--- src/hdl/fiu_pkg.sv ---
// ----------------------------------------------------------------------------
// fiu_pkg - shared types and constants for the flood image uniformity block
// Pixel and field widths, register reset value, percent scaling and the
// status group returned by the shared divide unit.
// ----------------------------------------------------------------------------
package fiu_pkg;

	// default pixel width and build limits
	localparam int PIXEL_BITS_DEF  = 16;
	localparam int MAX_WIDTH_DEF   = 4096;
	localparam int WINDOW_SIZE_DEF = 5;

	// row width register
	localparam int                    CFG_WIDTH_BITS = 13;
	localparam logic [CFG_WIDTH_BITS-1:0] WIDTH_RESET = CFG_WIDTH_BITS'(128);

	// percent result: 100 % with 8 fractional bits, 15 quotient bits
	localparam int PCT_BITS  = 15;
	localparam int PCT_SCALE = 25600;
	localparam int PCT_CNT_BITS = $clog2(PCT_BITS);

	// status of the shared divide unit
	typedef struct packed {
		logic busy;
		logic done;
		logic zero;
	} fiu_div_stat_t;

endpackage

--- src/hdl/fiu_if.sv ---
// ----------------------------------------------------------------------------
// fiu_if - valid/ready channels of the flood image uniformity block
// Pixel stream in, one uniformity result per image out.
// ----------------------------------------------------------------------------
interface fiu_pixel_if #(
	parameter int PIXEL_BITS = fiu_pkg::PIXEL_BITS_DEF
);
	logic                  valid;
	logic                  ready;
	logic [PIXEL_BITS-1:0] pixel;
	logic                  last_pixel;

	modport source (output valid, output pixel, output last_pixel, input ready);
	modport sink   (input valid, input pixel, input last_pixel, output ready);
endinterface

interface fiu_result_if #(
	parameter int PIXEL_BITS = fiu_pkg::PIXEL_BITS_DEF
);
	logic                          valid;
	logic                          ready;
	logic [fiu_pkg::PCT_BITS-1:0]  integral_percent;
	logic [fiu_pkg::PCT_BITS-1:0]  differential_percent;
	logic [PIXEL_BITS-1:0]         image_max;
	logic [PIXEL_BITS-1:0]         image_min;
	logic [PIXEL_BITS-1:0]         window_range_max;
	logic [PIXEL_BITS-1:0]         window_range_min;
	logic                          integral_zero_sum;
	logic                          differential_zero_sum;

	modport source (output valid, output integral_percent, output differential_percent,
		output image_max, output image_min, output window_range_max,
		output window_range_min, output integral_zero_sum,
		output differential_zero_sum, input ready);
	modport sink (input valid, input integral_percent, input differential_percent,
		input image_max, input image_min, input window_range_max,
		input window_range_min, input integral_zero_sum,
		input differential_zero_sum, output ready);
endinterface

--- src/hdl/fiu_div.sv ---
// ----------------------------------------------------------------------------
// fiu_div - shared uniformity ratio unit
// Computes round(25600 * (hi - lo) / (hi + lo)) with halves rounded up,
// by one constant multiply and a restoring divide of one bit per cycle.
// A zero sum, or hi below lo, gives a quotient of zero.
// ----------------------------------------------------------------------------
module fiu_div #(
	parameter int PIXEL_BITS = fiu_pkg::PIXEL_BITS_DEF
) (
	input  logic                           clk,
	input  logic                           arst_n,
	input  logic                           start,
	input  logic [PIXEL_BITS-1:0]          hi,
	input  logic [PIXEL_BITS-1:0]          lo,
	output fiu_pkg::fiu_div_stat_t         stat,
	output logic [fiu_pkg::PCT_BITS-1:0]   quot
);
	import fiu_pkg::*;

	localparam int DEN_BITS  = PIXEL_BITS + 1;
	localparam int PROD_BITS = PIXEL_BITS + PCT_BITS;
	localparam int NUM_BITS  = PIXEL_BITS + PCT_BITS + 2;

	typedef enum logic [3:0] {
		D_IDLE = 4'b0001,
		D_MUL  = 4'b0010,
		D_LOAD = 4'b0100,
		D_RUN  = 4'b1000
	} div_state_t;

	div_state_t               state_q;
	logic [PIXEL_BITS-1:0]    hi_q, lo_q;
	logic [PROD_BITS-1:0]     prod_q;
	logic [DEN_BITS-1:0]      den_q;
	logic                     skip_q;
	logic                     zero_q;
	logic                     done_q;
	logic [NUM_BITS-1:0]      rem_q;
	logic [NUM_BITS-1:0]      dsh_q;
	logic [PCT_CNT_BITS-1:0]  cnt_q;
	logic [PCT_BITS-1:0]      quot_q;
	logic                     ge;
	logic [DEN_BITS-1:0]      den_sum;

	assign ge      = (rem_q >= dsh_q);
	assign den_sum = DEN_BITS'(hi_q) + DEN_BITS'(lo_q);

	// sequencer
	always_ff @(posedge clk or negedge arst_n) begin
		if (!arst_n) begin
			state_q <= D_IDLE;
			done_q  <= 1'b0;
		end else begin
			done_q <= 1'b0;
			case (state_q)
				D_IDLE: if (start) state_q <= D_MUL;
				D_MUL:  state_q <= D_LOAD;
				D_LOAD: begin
					if (skip_q) begin
						state_q <= D_IDLE;
						done_q  <= 1'b1;
					end else begin
						state_q <= D_RUN;
					end
				end
				D_RUN: begin
					if (cnt_q == '0) begin
						state_q <= D_IDLE;
						done_q  <= 1'b1;
					end
				end
				default: state_q <= D_IDLE;
			endcase
		end
	end

	// datapath: operand capture, scaling multiply, restoring divide
	always_ff @(posedge clk) begin
		case (state_q)
			D_IDLE: begin
				if (start) begin
					hi_q <= hi;
					lo_q <= lo;
				end
			end
			D_MUL: begin
				prod_q <= PROD_BITS'(hi_q - lo_q) * PROD_BITS'(PCT_SCALE);
				den_q  <= den_sum;
				skip_q <= (den_sum == '0) || (hi_q < lo_q);
				zero_q <= (den_sum == '0);
			end
			D_LOAD: begin
				// numerator 2*num + den, divisor 2*den lined up with the top quotient bit
				rem_q  <= NUM_BITS'({prod_q, 1'b0}) + NUM_BITS'(den_q);
				dsh_q  <= NUM_BITS'(den_q) << PCT_BITS;
				cnt_q  <= PCT_CNT_BITS'(PCT_BITS - 1);
				quot_q <= '0;
			end
			D_RUN: begin
				if (ge) rem_q <= rem_q - dsh_q;
				quot_q <= {quot_q[PCT_BITS-2:0], ge};
				dsh_q  <= dsh_q >> 1;
				cnt_q  <= cnt_q - 1'b1;
			end
			default: ;
		endcase
	end

	assign stat.busy = (state_q != D_IDLE);
	assign stat.done = done_q;
	assign stat.zero = zero_q;
	assign quot      = quot_q;

endmodule

--- src/hdl/flood_image_uniformity.sv ---
// ----------------------------------------------------------------------------
// flood_image_uniformity - NEMA integral and differential uniformity
// Tracks pixel extremes and per-row sliding window ranges over a raster
// flood image; on the last pixel reports both uniformity percentages.
// ----------------------------------------------------------------------------
// Pixels: once a full window is in the row, a pixel is compared with one
// history entry per scan step, else it goes straight to the range step.
// Result: the last pixel adds two ratio passes (divide skipped on a zero
// sum) on the shared multiply/divide unit, then one output register.
// Reset: asynchronous, active low; clears column and all extremes, width = 128.
module flood_image_uniformity #(
	parameter int PIXEL_BITS  = fiu_pkg::PIXEL_BITS_DEF,
	parameter int MAX_WIDTH   = fiu_pkg::MAX_WIDTH_DEF,
	parameter int WINDOW_SIZE = fiu_pkg::WINDOW_SIZE_DEF
) (
	input  logic                               clk,
	input  logic                               arst_n,
	input  logic                               cfg_we,
	input  logic [fiu_pkg::CFG_WIDTH_BITS-1:0] cfg_wdata,
	fiu_pixel_if.sink                          pixels,
	fiu_result_if.source                       results
);
	import fiu_pkg::*;

	localparam int HIST_LEN = WINDOW_SIZE - 1;
	localparam int HB       = (HIST_LEN > 1) ? $clog2(HIST_LEN) : 1;
	localparam int CW       = (MAX_WIDTH > 1) ? $clog2(MAX_WIDTH) : 1;
	localparam int WW       = (CW + 1 > CFG_WIDTH_BITS) ? CW + 1 : CFG_WIDTH_BITS;

	typedef enum logic [5:0] {
		S_IDLE  = 6'b000001,
		S_SCAN  = 6'b000010,
		S_RANGE = 6'b000100,
		S_DIVI  = 6'b001000,
		S_DIVD  = 6'b010000,
		S_OUT   = 6'b100000
	} state_t;

	state_t                    state_q;
	logic [CFG_WIDTH_BITS-1:0] image_width_q;
	logic [PIXEL_BITS-1:0]     hist_q [HIST_LEN];
	logic [CW-1:0]             col_q;
	logic [PIXEL_BITS-1:0]     run_max_q, run_min_q;
	logic [PIXEL_BITS-1:0]     rng_max_q, rng_min_q;
	logic                      first_q;
	logic [PIXEL_BITS-1:0]     pix_q;
	logic                      last_q;
	logic                      win_q;
	logic [HB-1:0]             idx_q;
	logic [PIXEL_BITS-1:0]     hi_q, lo_q;
	logic [PCT_BITS-1:0]       int_pct_q;
	logic                      int_zero_q;
	logic [PCT_BITS-1:0]       dif_pct_q;
	logic                      dif_zero_q;

	// result register
	logic                      res_valid_q;
	logic [PCT_BITS-1:0]       res_int_pct_q, res_dif_pct_q;
	logic [PIXEL_BITS-1:0]     res_max_q, res_min_q, res_rmax_q, res_rmin_q;
	logic                      res_int_zero_q, res_dif_zero_q;

	logic                      in_xfer;
	logic                      res_load;
	logic [WW-1:0]             width_eff;
	logic                      row_end;
	logic [PIXEL_BITS-1:0]     hist_rd;
	logic [PIXEL_BITS-1:0]     win_range;
	logic [PIXEL_BITS-1:0]     rmax_eff, rmin_eff;
	logic                      div_start;
	logic [PIXEL_BITS-1:0]     div_hi, div_lo;
	fiu_div_stat_t             div_stat;
	logic [PCT_BITS-1:0]       div_quot;

	assign pixels.ready = (state_q == S_IDLE);
	assign in_xfer      = pixels.valid && pixels.ready;
	assign res_load     = (state_q == S_OUT) && (!res_valid_q || results.ready);

	// row length, saturated to the build limit
	assign width_eff = (WW'(image_width_q) > WW'(MAX_WIDTH)) ? WW'(MAX_WIDTH)
		: WW'(image_width_q);
	assign row_end   = (WW'(col_q) + WW'(1)) >= width_eff;

	assign hist_rd   = hist_q[idx_q];
	assign win_range = hi_q - lo_q;

	// no complete window in the image: report range extremes as zero
	assign rmax_eff = (rng_max_q < rng_min_q) ? '0 : rng_max_q;
	assign rmin_eff = (rng_max_q < rng_min_q) ? '0 : rng_min_q;

	// shared ratio unit: integral pass first, differential pass second
	assign div_start = ((state_q == S_RANGE) && last_q) || ((state_q == S_DIVI) && div_stat.done);
	assign div_hi    = (state_q == S_RANGE) ? run_max_q : rmax_eff;
	assign div_lo    = (state_q == S_RANGE) ? run_min_q : rmin_eff;

	fiu_div #(
		.PIXEL_BITS (PIXEL_BITS)
	) u_div (
		.clk    (clk),
		.arst_n (arst_n),
		.start  (div_start),
		.hi     (div_hi),
		.lo     (div_lo),
		.stat   (div_stat),
		.quot   (div_quot)
	);

	// width register
	always_ff @(posedge clk or negedge arst_n) begin
		if (!arst_n) begin
			image_width_q <= WIDTH_RESET;
		end else if (cfg_we) begin
			image_width_q <= cfg_wdata;
		end
	end

	// sequencer and frame state
	always_ff @(posedge clk or negedge arst_n) begin
		if (!arst_n) begin
			state_q   <= S_IDLE;
			col_q     <= '0;
			run_max_q <= '0;
			run_min_q <= '1;
			rng_max_q <= '0;
			rng_min_q <= '1;
			first_q   <= 1'b1;
		end else begin
			case (state_q)
				S_IDLE: begin
					if (in_xfer) begin
						if (first_q) begin
							run_max_q <= pixels.pixel;
							run_min_q <= pixels.pixel;
							first_q   <= 1'b0;
						end else begin
							if (pixels.pixel > run_max_q) run_max_q <= pixels.pixel;
							if (pixels.pixel < run_min_q) run_min_q <= pixels.pixel;
						end
						col_q   <= row_end ? '0 : col_q + 1'b1;
						state_q <= (WW'(col_q) >= WW'(HIST_LEN)) ? S_SCAN : S_RANGE;
					end
				end
				S_SCAN: begin
					if (idx_q == HB'(HIST_LEN - 1)) state_q <= S_RANGE;
				end
				S_RANGE: begin
					if (win_q) begin
						if (win_range > rng_max_q) rng_max_q <= win_range;
						if (win_range < rng_min_q) rng_min_q <= win_range;
					end
					state_q <= last_q ? S_DIVI : S_IDLE;
				end
				S_DIVI: begin
					if (div_stat.done) state_q <= S_DIVD;
				end
				S_DIVD: begin
					if (div_stat.done) state_q <= S_OUT;
				end
				S_OUT: begin
					// result handed over: start a fresh image
					if (res_load) begin
						state_q   <= S_IDLE;
						col_q     <= '0;
						run_max_q <= '0;
						run_min_q <= '1;
						rng_max_q <= '0;
						rng_min_q <= '1;
						first_q   <= 1'b1;
					end
				end
				default: state_q <= S_IDLE;
			endcase
		end
	end

	// pixel capture, window scan and history shift
	// history entries older than the row start are never read: a window is
	// only scanned once the row has filled the whole history
	always_ff @(posedge clk) begin
		if (in_xfer) begin
			pix_q  <= pixels.pixel;
			last_q <= pixels.last_pixel;
			win_q  <= (WW'(col_q) >= WW'(HIST_LEN));
			hi_q   <= pixels.pixel;
			lo_q   <= pixels.pixel;
			idx_q  <= '0;
		end
		if (state_q == S_SCAN) begin
			if (hist_rd > hi_q) hi_q <= hist_rd;
			if (hist_rd < lo_q) lo_q <= hist_rd;
			idx_q <= idx_q + 1'b1;
		end
		if (state_q == S_RANGE) begin
			for (int i = 0; i < HIST_LEN - 1; i++) hist_q[i] <= hist_q[i+1];
			hist_q[HIST_LEN-1] <= pix_q;
		end
		if ((state_q == S_DIVI) && div_stat.done) begin
			int_pct_q  <= div_quot;
			int_zero_q <= div_stat.zero;
		end
		if ((state_q == S_DIVD) && div_stat.done) begin
			dif_pct_q  <= div_quot;
			dif_zero_q <= div_stat.zero;
		end
	end

	// output register
	always_ff @(posedge clk or negedge arst_n) begin
		if (!arst_n) begin
			res_valid_q <= 1'b0;
		end else if (res_load) begin
			res_valid_q <= 1'b1;
		end else if (results.ready) begin
			res_valid_q <= 1'b0;
		end
	end

	always_ff @(posedge clk) begin
		if (res_load) begin
			res_int_pct_q  <= int_pct_q;
			res_dif_pct_q  <= dif_pct_q;
			res_max_q      <= run_max_q;
			res_min_q      <= run_min_q;
			res_rmax_q     <= rmax_eff;
			res_rmin_q     <= rmin_eff;
			res_int_zero_q <= int_zero_q;
			res_dif_zero_q <= dif_zero_q;
		end
	end

	assign results.valid                 = res_valid_q;
	assign results.integral_percent      = res_int_pct_q;
	assign results.differential_percent  = res_dif_pct_q;
	assign results.image_max             = res_max_q;
	assign results.image_min             = res_min_q;
	assign results.window_range_max      = res_rmax_q;
	assign results.window_range_min      = res_rmin_q;
	assign results.integral_zero_sum     = res_int_zero_q;
	assign results.differential_zero_sum = res_dif_zero_q;

	// checks
	a_div_start_idle: assert property (@(posedge clk) disable iff (!arst_n)
		div_start |-> !div_stat.busy)
		else $error("ratio unit started while busy");

	a_res_from_out: assert property (@(posedge clk) disable iff (!arst_n)
		$rose(res_valid_q) |-> $past(state_q == S_OUT))
		else $error("result raised outside the output step");

	a_scan_index: assert property (@(posedge clk) disable iff (!arst_n)
		(state_q == S_SCAN) |-> (32'(idx_q) < HIST_LEN))
		else $error("window scan index beyond history");

	a_single_result: assert property (@(posedge clk) disable iff (!arst_n)
		(res_valid_q && !results.ready) |=> res_valid_q && $stable(res_int_pct_q))
		else $error("pending result lost");

endmodule

--- src/flat_wrapper.sv ---
// flat-port wrapper written by rule: the top's interface ports become plain ports
module flood_image_uniformity_flat import fiu_pkg::*;
#(
	parameter int PIXEL_BITS  = fiu_pkg::PIXEL_BITS_DEF,
	parameter int MAX_WIDTH   = fiu_pkg::MAX_WIDTH_DEF,
	parameter int WINDOW_SIZE = fiu_pkg::WINDOW_SIZE_DEF
)
  (clk, arst_n, cfg_we, cfg_wdata, pixels_valid, pixels_pixel, pixels_last_pixel, pixels_ready, results_valid, results_integral_percent, results_differential_percent, results_image_max, results_image_min, results_window_range_max, results_window_range_min, results_integral_zero_sum, results_differential_zero_sum, results_ready);
  fiu_pixel_if #(.PIXEL_BITS(PIXEL_BITS)) pixels_i ();
  fiu_result_if #(.PIXEL_BITS(PIXEL_BITS)) results_i ();
  input  logic clk;
  input  logic arst_n;
  input  logic cfg_we;
  input  logic [fiu_pkg::CFG_WIDTH_BITS-1:0] cfg_wdata;
  input wire logic [$bits(pixels_i.valid)-1:0] pixels_valid;
  input wire logic [$bits(pixels_i.pixel)-1:0] pixels_pixel;
  input wire logic [$bits(pixels_i.last_pixel)-1:0] pixels_last_pixel;
  output wire logic [$bits(pixels_i.ready)-1:0] pixels_ready;
  output wire logic [$bits(results_i.valid)-1:0] results_valid;
  output wire logic [$bits(results_i.integral_percent)-1:0] results_integral_percent;
  output wire logic [$bits(results_i.differential_percent)-1:0] results_differential_percent;
  output wire logic [$bits(results_i.image_max)-1:0] results_image_max;
  output wire logic [$bits(results_i.image_min)-1:0] results_image_min;
  output wire logic [$bits(results_i.window_range_max)-1:0] results_window_range_max;
  output wire logic [$bits(results_i.window_range_min)-1:0] results_window_range_min;
  output wire logic [$bits(results_i.integral_zero_sum)-1:0] results_integral_zero_sum;
  output wire logic [$bits(results_i.differential_zero_sum)-1:0] results_differential_zero_sum;
  input wire logic [$bits(results_i.ready)-1:0] results_ready;
  assign pixels_i.valid = pixels_valid;
  assign pixels_i.pixel = pixels_pixel;
  assign pixels_i.last_pixel = pixels_last_pixel;
  assign pixels_ready = pixels_i.ready;
  assign results_valid = results_i.valid;
  assign results_integral_percent = results_i.integral_percent;
  assign results_differential_percent = results_i.differential_percent;
  assign results_image_max = results_i.image_max;
  assign results_image_min = results_i.image_min;
  assign results_window_range_max = results_i.window_range_max;
  assign results_window_range_min = results_i.window_range_min;
  assign results_integral_zero_sum = results_i.integral_zero_sum;
  assign results_differential_zero_sum = results_i.differential_zero_sum;
  assign results_i.ready = results_ready;
  flood_image_uniformity #(.PIXEL_BITS(PIXEL_BITS), .MAX_WIDTH(MAX_WIDTH), .WINDOW_SIZE(WINDOW_SIZE)) u_core (.clk(clk), .arst_n(arst_n), .cfg_we(cfg_we), .cfg_wdata(cfg_wdata), .pixels(pixels_i), .results(results_i));
endmodule
--- config.mk ---
export PLATFORM = sky130hd
export DESIGN_NAME = flood_image_uniformity_flat
export DESIGN_NICKNAME = d
export VERILOG_FILES = /design/src/hdl/fiu_pkg.sv /design/src/hdl/fiu_if.sv /design/src/hdl/fiu_div.sv /design/src/hdl/flood_image_uniformity.sv /design/src/flat_wrapper.sv
export SDC_FILE = /design/constraint.sdc
export NUM_CORES = 1
export LEC_CHECK = 0
export BUFFER_PORTS_ARGS = -buffer_cell sky130_fd_sc_hd__buf_2
export CORE_UTILIZATION = 25
export CTS_CLUSTER_SIZE = 40
export DETAILED_ROUTE_END_ITERATION = 6
export PLACE_DENSITY = 0.5
export SYNTH_ARGS = -nofsm -noshare
export SYNTH_HDL_FRONTEND = slang
export SYNTH_SLANG_ARGS = --single-unit
--- constraint.sdc ---
create_clock -name clk -period 6.4 [get_ports clk]
set_input_delay 0.32 -clock clk [delete_from_list [all_inputs] [get_ports clk]]
set_output_delay 0.32 -clock clk [all_outputs]
set_load 0.01 [all_outputs]
# Word-level counts from Yosys, hierarchy flattened
# Memories as Yosys holds them, arrays and structs flattened. A register that Yosys moved wholly into a read port is not among the register bits.
# Index checks and enable logic that the tools add are counted.
op_classes:
  addsub: 9
  multipliers: 1
  order_cmp: 12
  eq_ne: 24
  n_mux: 61
  n_reduce_logical: 25
op_table:
  columns: ["op", "n"]
  rows:
  - ["16-bit two-way mux", 22]
  - ["33-bit case mux with 2 select lines", 2]
  - ["16-bit case mux with 2 select lines", 4]
  - ["16-bit less-than comparator", 5]
  - ["16-bit > comparator", 3]
  - ["12-bit two-way mux", 3]
  - ["6-bit case mux with 6 select lines", 1]
  - ["32-bit by 17-bit adder with 33-bit output", 1]
  - ["33-bit greater-or-equal comparator", 1]
  - ["33-bit two-way mux", 1]
  - ["33-bit subtractor", 1]
  - ["31-bit by 5-bit multiplier with 21-bit output (second input constant)", 1]
  - ["6-bit two-way mux", 5]
  - ["15-bit case mux with 2 select lines", 1]
  - ["12-bit case mux with 2 select lines", 1]
  - ["16-bit by 16-bit adder with 17-bit output", 1]
  - ["17-bit zero test", 1]
  - ["16-bit by 16-bit subtractor with 17-bit output", 1]
  - ["4-bit two-way mux", 4]
  - ["4-bit case mux with 4 select lines", 1]
  - ["4-bit AND reduction", 4]
  - ["16-bit subtractor", 1]
  - ["2-bit != test (second input constant)", 7]
  - ["12-bit by 1-bit adder with 13-bit output (second input constant)", 1]
  - ["33 further kinds", 59]
totals:
  reg_bits: 439
  mem_bits_rw: 64
  out_inout_bits: 98
  word_cells: 172
  memories: 1
memory_table:
  columns: ["memory", "words", "width", "rd", "rd_clocked_by_memory_dff", "write_ports", "line", "rtl"]
  rows:
  - ["u_core.hist_q", 4, 16, 4, 1, 4, "flood_image_uniformity.sv:41", "logic [PIXEL_BITS-1:0] hist_q [HIST_LEN];"]

# Logic depth before layout (Yosys ltp)
depth:
  depth_word: 6
  mapped_depth: 24
  depth_no_buf: 24

# Cells and area by module
# From an unflattened synthesis, not the netlist that was laid out.
hier_totals:
  hier_cells: 2364
  area_unflattened_um2: 27482.6
modules_own_cells:
  columns: ["module", "instances", "cells_each", "area_each_um2", "seq_area_each_um2"]
  rows:
  - ["flood_image_uniformity", 1, 1297, 16539.6, 9517.9]
  - ["fiu_div", 1, 1067, 10943.0, 4780.8]

# Least setup slack after synthesis
# OpenSTA, ideal clock, no wires.
synth_path:
  path_type: "register -> register"
  from: "reg u_core.state_q[1]"
  to: "reg u_core.u_div.hi_q[0], enable pin"
  t_arrival_ns: 5.668
  t_required_ns: 5.898
  path_slack_ns: 0.229
  stages_incl_launch_ff: 6
  path_buffers: 0
  path_cell_list: "dfrtp_1 > nor4_1 > nand2_1 > nor3b_1 > a21oi_1 > nor4bb_1"
synth_between:
  elab_chain_cells: 4
  elab_cells_between_ends: 6
  cone_classes: "2 x eq/ne; 4 x reduce/logical"
synth_lines:
  columns: ["item", "line", "rtl"]
  rows:
  - ["start: declaration", "flood_image_uniformity.sv:39", "state_t state_q;"]
  - ["start signal: assignment", "flood_image_uniformity.sv:139", "state_q <= (WW'(col_q) >= WW'(HIST_LEN)) ? S_SCAN : S_RANGE;"]
  - ["start signal: assignment", "flood_image_uniformity.sv:150", "state_q <= last_q ? S_DIVI : S_IDLE;"]
  - ["6-bit by 3-bit equality test with 1-bit output or 6-bit by 4-bit equality test with 1-bit output (tied branches)", "flood_image_uniformity.sv:91", "assign div_start = ((state_q == S_RANGE) && last_q) || ((state_q == S_DIVI) && div_stat.done);"]
  - ["1-bit logical AND", "flood_image_uniformity.sv:91", null]
  - ["1-bit logical OR *", "flood_image_uniformity.sv:91", null]
  - ["2-bit AND reduction (no line) *", null, null]
  - ["end signal: assignment", "fiu_div.sv:82", "hi_q <= hi;"]
  - ["end: declaration", "fiu_div.sv:32", "logic [PIXEL_BITS-1:0] hi_q, lo_q;"]
# Every way passes the cells marked *; elsewhere a longest branch is shown, timed or not.
# A chain may end at the register's enable or synchronous reset.

# Worst setup path after layout
layout_path:
  from: "reg u_core.u_div.hi_q[2]"
  to: "reg u_core.u_div.prod_q[30], data pin"
layout_between:
  elab_chain_cells: 2
layout_lines:
  columns: ["item", "line", "rtl"]
  rows:
  - ["16-bit by 16-bit subtractor with 17-bit output", "fiu_div.sv:87", "prod_q <= PROD_BITS'(hi_q - lo_q) * PROD_BITS'(PCT_SCALE);"]
  - ["31-bit by 5-bit multiplier with 21-bit output", "fiu_div.sv:87", null]
  - ["end signal: assignment", "fiu_div.sv:87", null]
  - ["end: declaration", "fiu_div.sv:33", "logic [PROD_BITS-1:0] prod_q;"]
# Every way passes these cells.

==> results by stage <==
Final layout:
- The non-filler instance count after layout is 4132.
- The proportion of layout cells with a drive suffix above 1 is 0.134.
- After filler insertion, the fill cell instance count of the layout stands at 11400.
- The number of diodes is 0.
- The number of nets in the finished design is 2923.
- The area growth from synthesis to final layout is 16.3%.

Clock tree:
- TritonCTS built the clock tree.
- The total CTS buffers is 55.
- The buffer levels on the longest clock path is 3.
- The clock latency on the worst-skew pair is about 0.64 ns.
- The number of clock sinks is 503.
- CTS placed an instance of sky130_fd_sc_hd__clkbuf_16 at the clock tree root.
- After clock tree synthesis, the clock-pin slew on the worst setup and hold paths is 0.06 ns.
- Post-CTS timing repair inserted 0 buffers for setup.
- The clock tree synthesis step divided the H-tree into 2 levels.

Setup path:
- For the worst setup path, the data arrival time is 5.89 ns.
- The start-to-end type of the worst setup path is flip-flop to flip-flop.
- The worst setup path is captured at a flip-flop.
- For the worst setup path, the data required time is 6.77 ns.
- The element type at the critical path start is a flip-flop.
- The maximum fanout count along the critical path is 8.
- The critical path goes through ha_1 > nor2b_1 > o21a_1 > o21ai_1 > a21oi_1 > a211oi_1 > o21bai_1 > a21o_1 > xnor2_1 > inv_1 > ha_1 > ha_1 > inv_1 > fa_1 > inv_1 > ha_1 > o41ai_1 > o2111ai_1 > a21oi_1 > xnor2_1.
- The worst register-to-register path has a setup slack of roughly 0.88 ns.
- The cell seen most often among critical-path stages is sky130_fd_sc_hd__ha_1.
- The worst-path cell with the longest stage delay is sky130_fd_sc_hd__o41ai_1.
- The category of cells accounting for the largest share of critical-path delay is compound AO/OA/AOI/OAI gates.
- The largest single stage delay on the critical path is 0.66 ns.
- The critical path contains buffers and inverters numbering 3 combined.

Floorplan:
- The die outline area is 0.112 sq mm.
- The core region is 0.109 sq mm.
- Pin placement for this block handled between 100 and 150 I/O pins.
- The effective utilization at floorplan is 0.253.
- The initialized floorplan defines 121 standard-cell rows.
- The overall die height is about 330 um.
- The die outline width is roughly 330 um.

Synthesis:
- Measured against the total synthesized area, the mux share comes to 0.0258.
- The gate count of the mapped netlist is 2464.
- The average instance area after synthesis is ~11 sq um.
- For this run, the register share of the synthesized area comes to 0.517.
- By count the netlist is led by 367 x sky130_fd_sc_hd__edfxtp_1, 260 x sky130_fd_sc_hd__ha_1, 254 x sky130_fd_sc_hd__inv_1.
- sky130_fd_sc_hd__edfxtp_1 is the most common cell in the netlist.
- The cell type with the largest total area after synthesis is sky130_fd_sc_hd__edfxtp_1.
- The total of flip-flops plus latches after synthesis is 503.
- Of the total synthesized cell area, the portion taken by AND, OR, NAND and NOR gates is 0.0980.
- Of the total synthesized cell area, the portion taken by full adders, half adders and majority gates is 0.131.
- The predominant post-synthesis flop cell is sky130_fd_sc_hd__edfxtp_1.
- The synthesized net count is 2777.
- Of the total synthesized cell area, the portion taken by XOR and XNOR cells is 0.0380.
- The fraction of the mapped netlist area in compound gates was 0.142.
- The dominant combinational cell family by area after synthesis is compound AO/OA/AOI/OAI gates.
- In the synthesized netlist the async set-or-reset flop fraction comes to 0.203.
- The count of flip-flops with a built-in enable after synthesis is 367.
- In this run the cell area of the synthesized design comes to between 0.02 and 0.03 sq mm.
- Yosys mapped the design onto 81 distinct sky130hd cell types.
- Of the post-synthesis cell area, the dominant cell type holds 0.398.
- The Yosys step of the flow raised 0 warnings.
- In the post-synthesis netlist, the biggest area contributors are sky130_fd_sc_hd__edfxtp_1 40%, sky130_fd_sc_hd__ha_1 12%, sky130_fd_sc_hd__dfrtp_1 6.0%, sky130_fd_sc_hd__inv_1 3.4%, sky130_fd_sc_hd__dfstp_2 3.4%.

Placed design:
- Detailed placement finished with a half-perimeter wire length of 52500 um.
- OpenSTA, run right after detailed placement, puts the worst setup slack at 0.835 ns.
- The congestion estimate from routability-driven global placement came to around 0.84.
- Including well taps, the total number of placed cells is 4012.
- The number of I/O port buffers is 132.

Global route:
- The via count of the first global-routing pass is ~19000.
- The number of antenna violations at the first check in global routing is 2.
- The wire length of the first global-routing pass is between 100000 and 150000 um.
- Entering global routing, the biggest net connects 83 pins.
- Summed over all layers, the global routing overflow is 0.
- For this run, the total global-route usage over all layers was measured as 0.128.

Pwr:
- The leakage power of the design is approximately 13 nW.
- The share of total power dissipated in the clock network is 0.200.
- The net load switching power is 0.00673 W.
- The relative contribution of combinational cells to total power is 0.499.
- Total power for the finished layout comes to 0.0166 W.
- Across the VDD grid, the largest voltage drop is 0.303 mV.
- Of the total power, registers draw 0.301.
- The power density over the cells is between 500 and 600 mW/mm^2.
- The cell-internal power is 0.00984 W.
- Of the total power, the share spent switching nets is 0.406.

Drt:
- The number of design-rule violations left by the first detailed-router iteration is 1130.
- In this run the remaining antenna-violating nets after routing total 0.
- The first-pass iteration count of the detailed router is 5.
- The routed length per placed instance is 17.4 um.
- The routed design uses around 33000 um of met2 wire.
- The routed length on met1 is ~34000 um.
- In the routed design, unresolved DRC markers number 0.
- The met3 layer wire length in the routed design is around 3400 um.
- The total via count after detailed routing is ~19000.
- The highest metal layer with signal wires is met5.
- The post-detailed-route via-to-cell ratio is 4.58.
- The aggregate routed wire length is 72100 um.

Timing:
- The highest clock rate is 181 MHz.
- Setup repair after global routing left no endpoint under its margin.
- The worst path meets setup with 0.879 ns of slack.
- For the final routed database, the setup TNS stands at 0 ns.
- The worst clock skew on the final layout is 0.0311 ns.
- The final hold violation count is 0.
- Setup violations remaining at the end of the flow were counted as 0.
- The count of pins over their slew limit was 0.
- After layout, the minimum clock period comes to 5.52 ns.
- Measured against its own limit, the worst slew margin works out to 0.161.
- The post-route clock period utilization is 0.863.
- At the pin with the least slew margin, the transition time is about 1.3 ns.

Status:
- The flow ran to the end, and the final reports show no timing, DRC or antenna violations.

Hold path:
- The path type of the worst min-delay path is input pin to flip-flop.

Flow run:
- The max-cap violation count is 0.
## layer usage
metal,vias to the layer above,global-route usage
li1,9291,-
met1,9105,0.176
met2,426,0.206
met3,96,0.0197
met4,4,0.0356
met5,-,0
## power by group through the flow
stage | combinational, W | sequential (W) | clock, W
2_1_floorplan | 0.00609 | 0.00476 | 0
3_3_place_gp | 0.00826 | 0.00503 | 0
4_1_cts | 0.00835 | 0.00498 | 0.00342
3_5_place_dp | 0.00828 | 0.00504 | 0
6_report | 0.00826 | 0.00499 | 0.00332
5_1_grt | 0.00938 | 0.00504 | 0.00354
## through the flow
| stage | area, sq um | utilization | hold WS (ns) |
|---|---|---|---|
| 2_1_floorplan | 27700 | - | 0.0244 |
| 3_3_place_gp | 30100 | 0.276 | 0.353 |
| 3_5_place_dp | 30100 | 0.276 | 0.358 |
| 4_1_cts | 32200 | 0.294 | 0.00332 |
| 5_1_grt | 32200 | 0.294 | 0.0101 |
| 6_report | 32200 | 0.294 | 0.0375 |
## timing repair
action,CTS,global route
endpoints found under the hold margin,50,0
resized for setup,0,0
hold buffers,17,0
## final timing paths
kind,from,end,cells past startpoint
setup / recovery,u_core.u_div.hi_q[2],u_core.u_div.prod_q[30],20
hold / removal,pixels_pixel[12],u_core.pix_q[12],1
setup reg to reg,u_core.u_div.hi_q[2],u_core.u_div.prod_q[30],20
hold reg to reg,u_core.int_pct_q[4],u_core.results.integral_percent[4],0
max in group asynchronous,arst_n,u_core.rng_max_q[0],3
min in group asynchronous,arst_n,u_core.image_width_q[10],2
## flip-flops by register name, indices dropped and copies added, names as in the netlist, 16 cells and up, named ones only
| register | cells |
|---|---|
| u_core.results.window_range_max | 16 |
| u_core.results.image_min | 16 |
| u_core.rng_min_q | 16 |
| u_core.u_div.dsh_q | 32 |
| u_core.u_div.den_q | 17 |
| u_core.hist_q | 64 |
| u_core.results.image_max | 16 |
| u_core.u_div.rem_q | 33 |
| u_core.u_div.lo_q | 16 |
| u_core.lo_q | 16 |
| u_core.hi_q | 16 |
| u_core.u_div.hi_q | 16 |
| u_core.u_div.prod_q | 20 |
| u_core.pix_q | 16 |
| u_core.run_max_q | 16 |
| u_core.run_min_q | 16 |
| u_core.results.window_range_min | 16 |
| u_core.rng_max_q | 16 |
## worst reg2reg max path: stages (launching register included)
cell and delay [ns]:
sky130_fd_sc_hd__edfxtp_1 0.39, sky130_fd_sc_hd__ha_1 0.45, sky130_fd_sc_hd__nor2b_1 0.19, sky130_fd_sc_hd__o21a_1 0.19
sky130_fd_sc_hd__o21ai_1 0.17, sky130_fd_sc_hd__a21oi_1 0.13, sky130_fd_sc_hd__a211oi_1 0.46, sky130_fd_sc_hd__o21bai_1 0.12
sky130_fd_sc_hd__a21o_1 0.21, sky130_fd_sc_hd__xnor2_1 0.30, sky130_fd_sc_hd__inv_1 0.12, sky130_fd_sc_hd__ha_1 0.31
sky130_fd_sc_hd__ha_1 0.28, sky130_fd_sc_hd__inv_1 0.05, sky130_fd_sc_hd__fa_1 0.52, sky130_fd_sc_hd__inv_1 0.04
sky130_fd_sc_hd__ha_1 0.21, sky130_fd_sc_hd__o41ai_1 0.66, sky130_fd_sc_hd__o2111ai_1 0.21, sky130_fd_sc_hd__a21oi_1 0.20
sky130_fd_sc_hd__xnor2_1 0.07
## cell type report
| type | instances | area, sq um | area share |
|---|---|---|---|
| inverters | 258 | 971 | 0.0302 |
| flip-flops and latches | 503 | 14300 | 0.445 |
| clock inverters | 36 | 442 | 0.0137 |
| clock buffers | 67 | 1420 | 0.0442 |
| multi-input cells | 1612 | 12100 | 0.377 |
| well taps | 1476 | 1850 | 0.0574 |
| repair buffers | 180 | 1070 | 0.0332 |
## cells in the final DEF (no fill, tap or decap), types with 34 or more instances in the layout
| cell | Yosys | routed |
|---|---|---|
| sky130_fd_sc_hd__nor2_1 | 107 | 106 |
| sky130_fd_sc_hd__inv_1 | 254 | 254 |
| sky130_fd_sc_hd__clkbuf_16 | 0 | 55 |
| sky130_fd_sc_hd__a21o_1 | 60 | 60 |
| sky130_fd_sc_hd__a22o_1 | 34 | 34 |
| sky130_fd_sc_hd__a21oi_1 | 137 | 136 |
| sky130_fd_sc_hd__dfrtp_1 | 66 | 66 |
| sky130_fd_sc_hd__buf_2 | 11 | 131 |
| sky130_fd_sc_hd__xnor2_1 | 74 | 74 |
| sky130_fd_sc_hd__edfxtp_1 | 367 | 367 |
| sky130_fd_sc_hd__xor2_1 | 46 | 46 |
| sky130_fd_sc_hd__ha_1 | 260 | 260 |
| sky130_fd_sc_hd__dfstp_2 | 36 | 36 |
| sky130_fd_sc_hd__o21ai_0 | 102 | 102 |
| sky130_fd_sc_hd__dfxtp_1 | 34 | 34 |
| sky130_fd_sc_hd__nand2_1 | 171 | 170 |
| sky130_fd_sc_hd__o21ai_1 | 73 | 71 |
| sky130_fd_sc_hd__nand3_1 | 79 | 79 |
| sky130_fd_sc_hd__a31oi_1 | 37 | 37 |
## logic make-up after synthesis
group / count (synthesis)
flip-flops: 503
AO/OA/AOI/OAI: 612
multiplexers: 48
AND/OR/NAND/NOR: 554
buffers and inverters: 349
XOR/XNOR: 120
adder cells (fa/ha/maj): 278
Power figures use the tool's default switching activity.
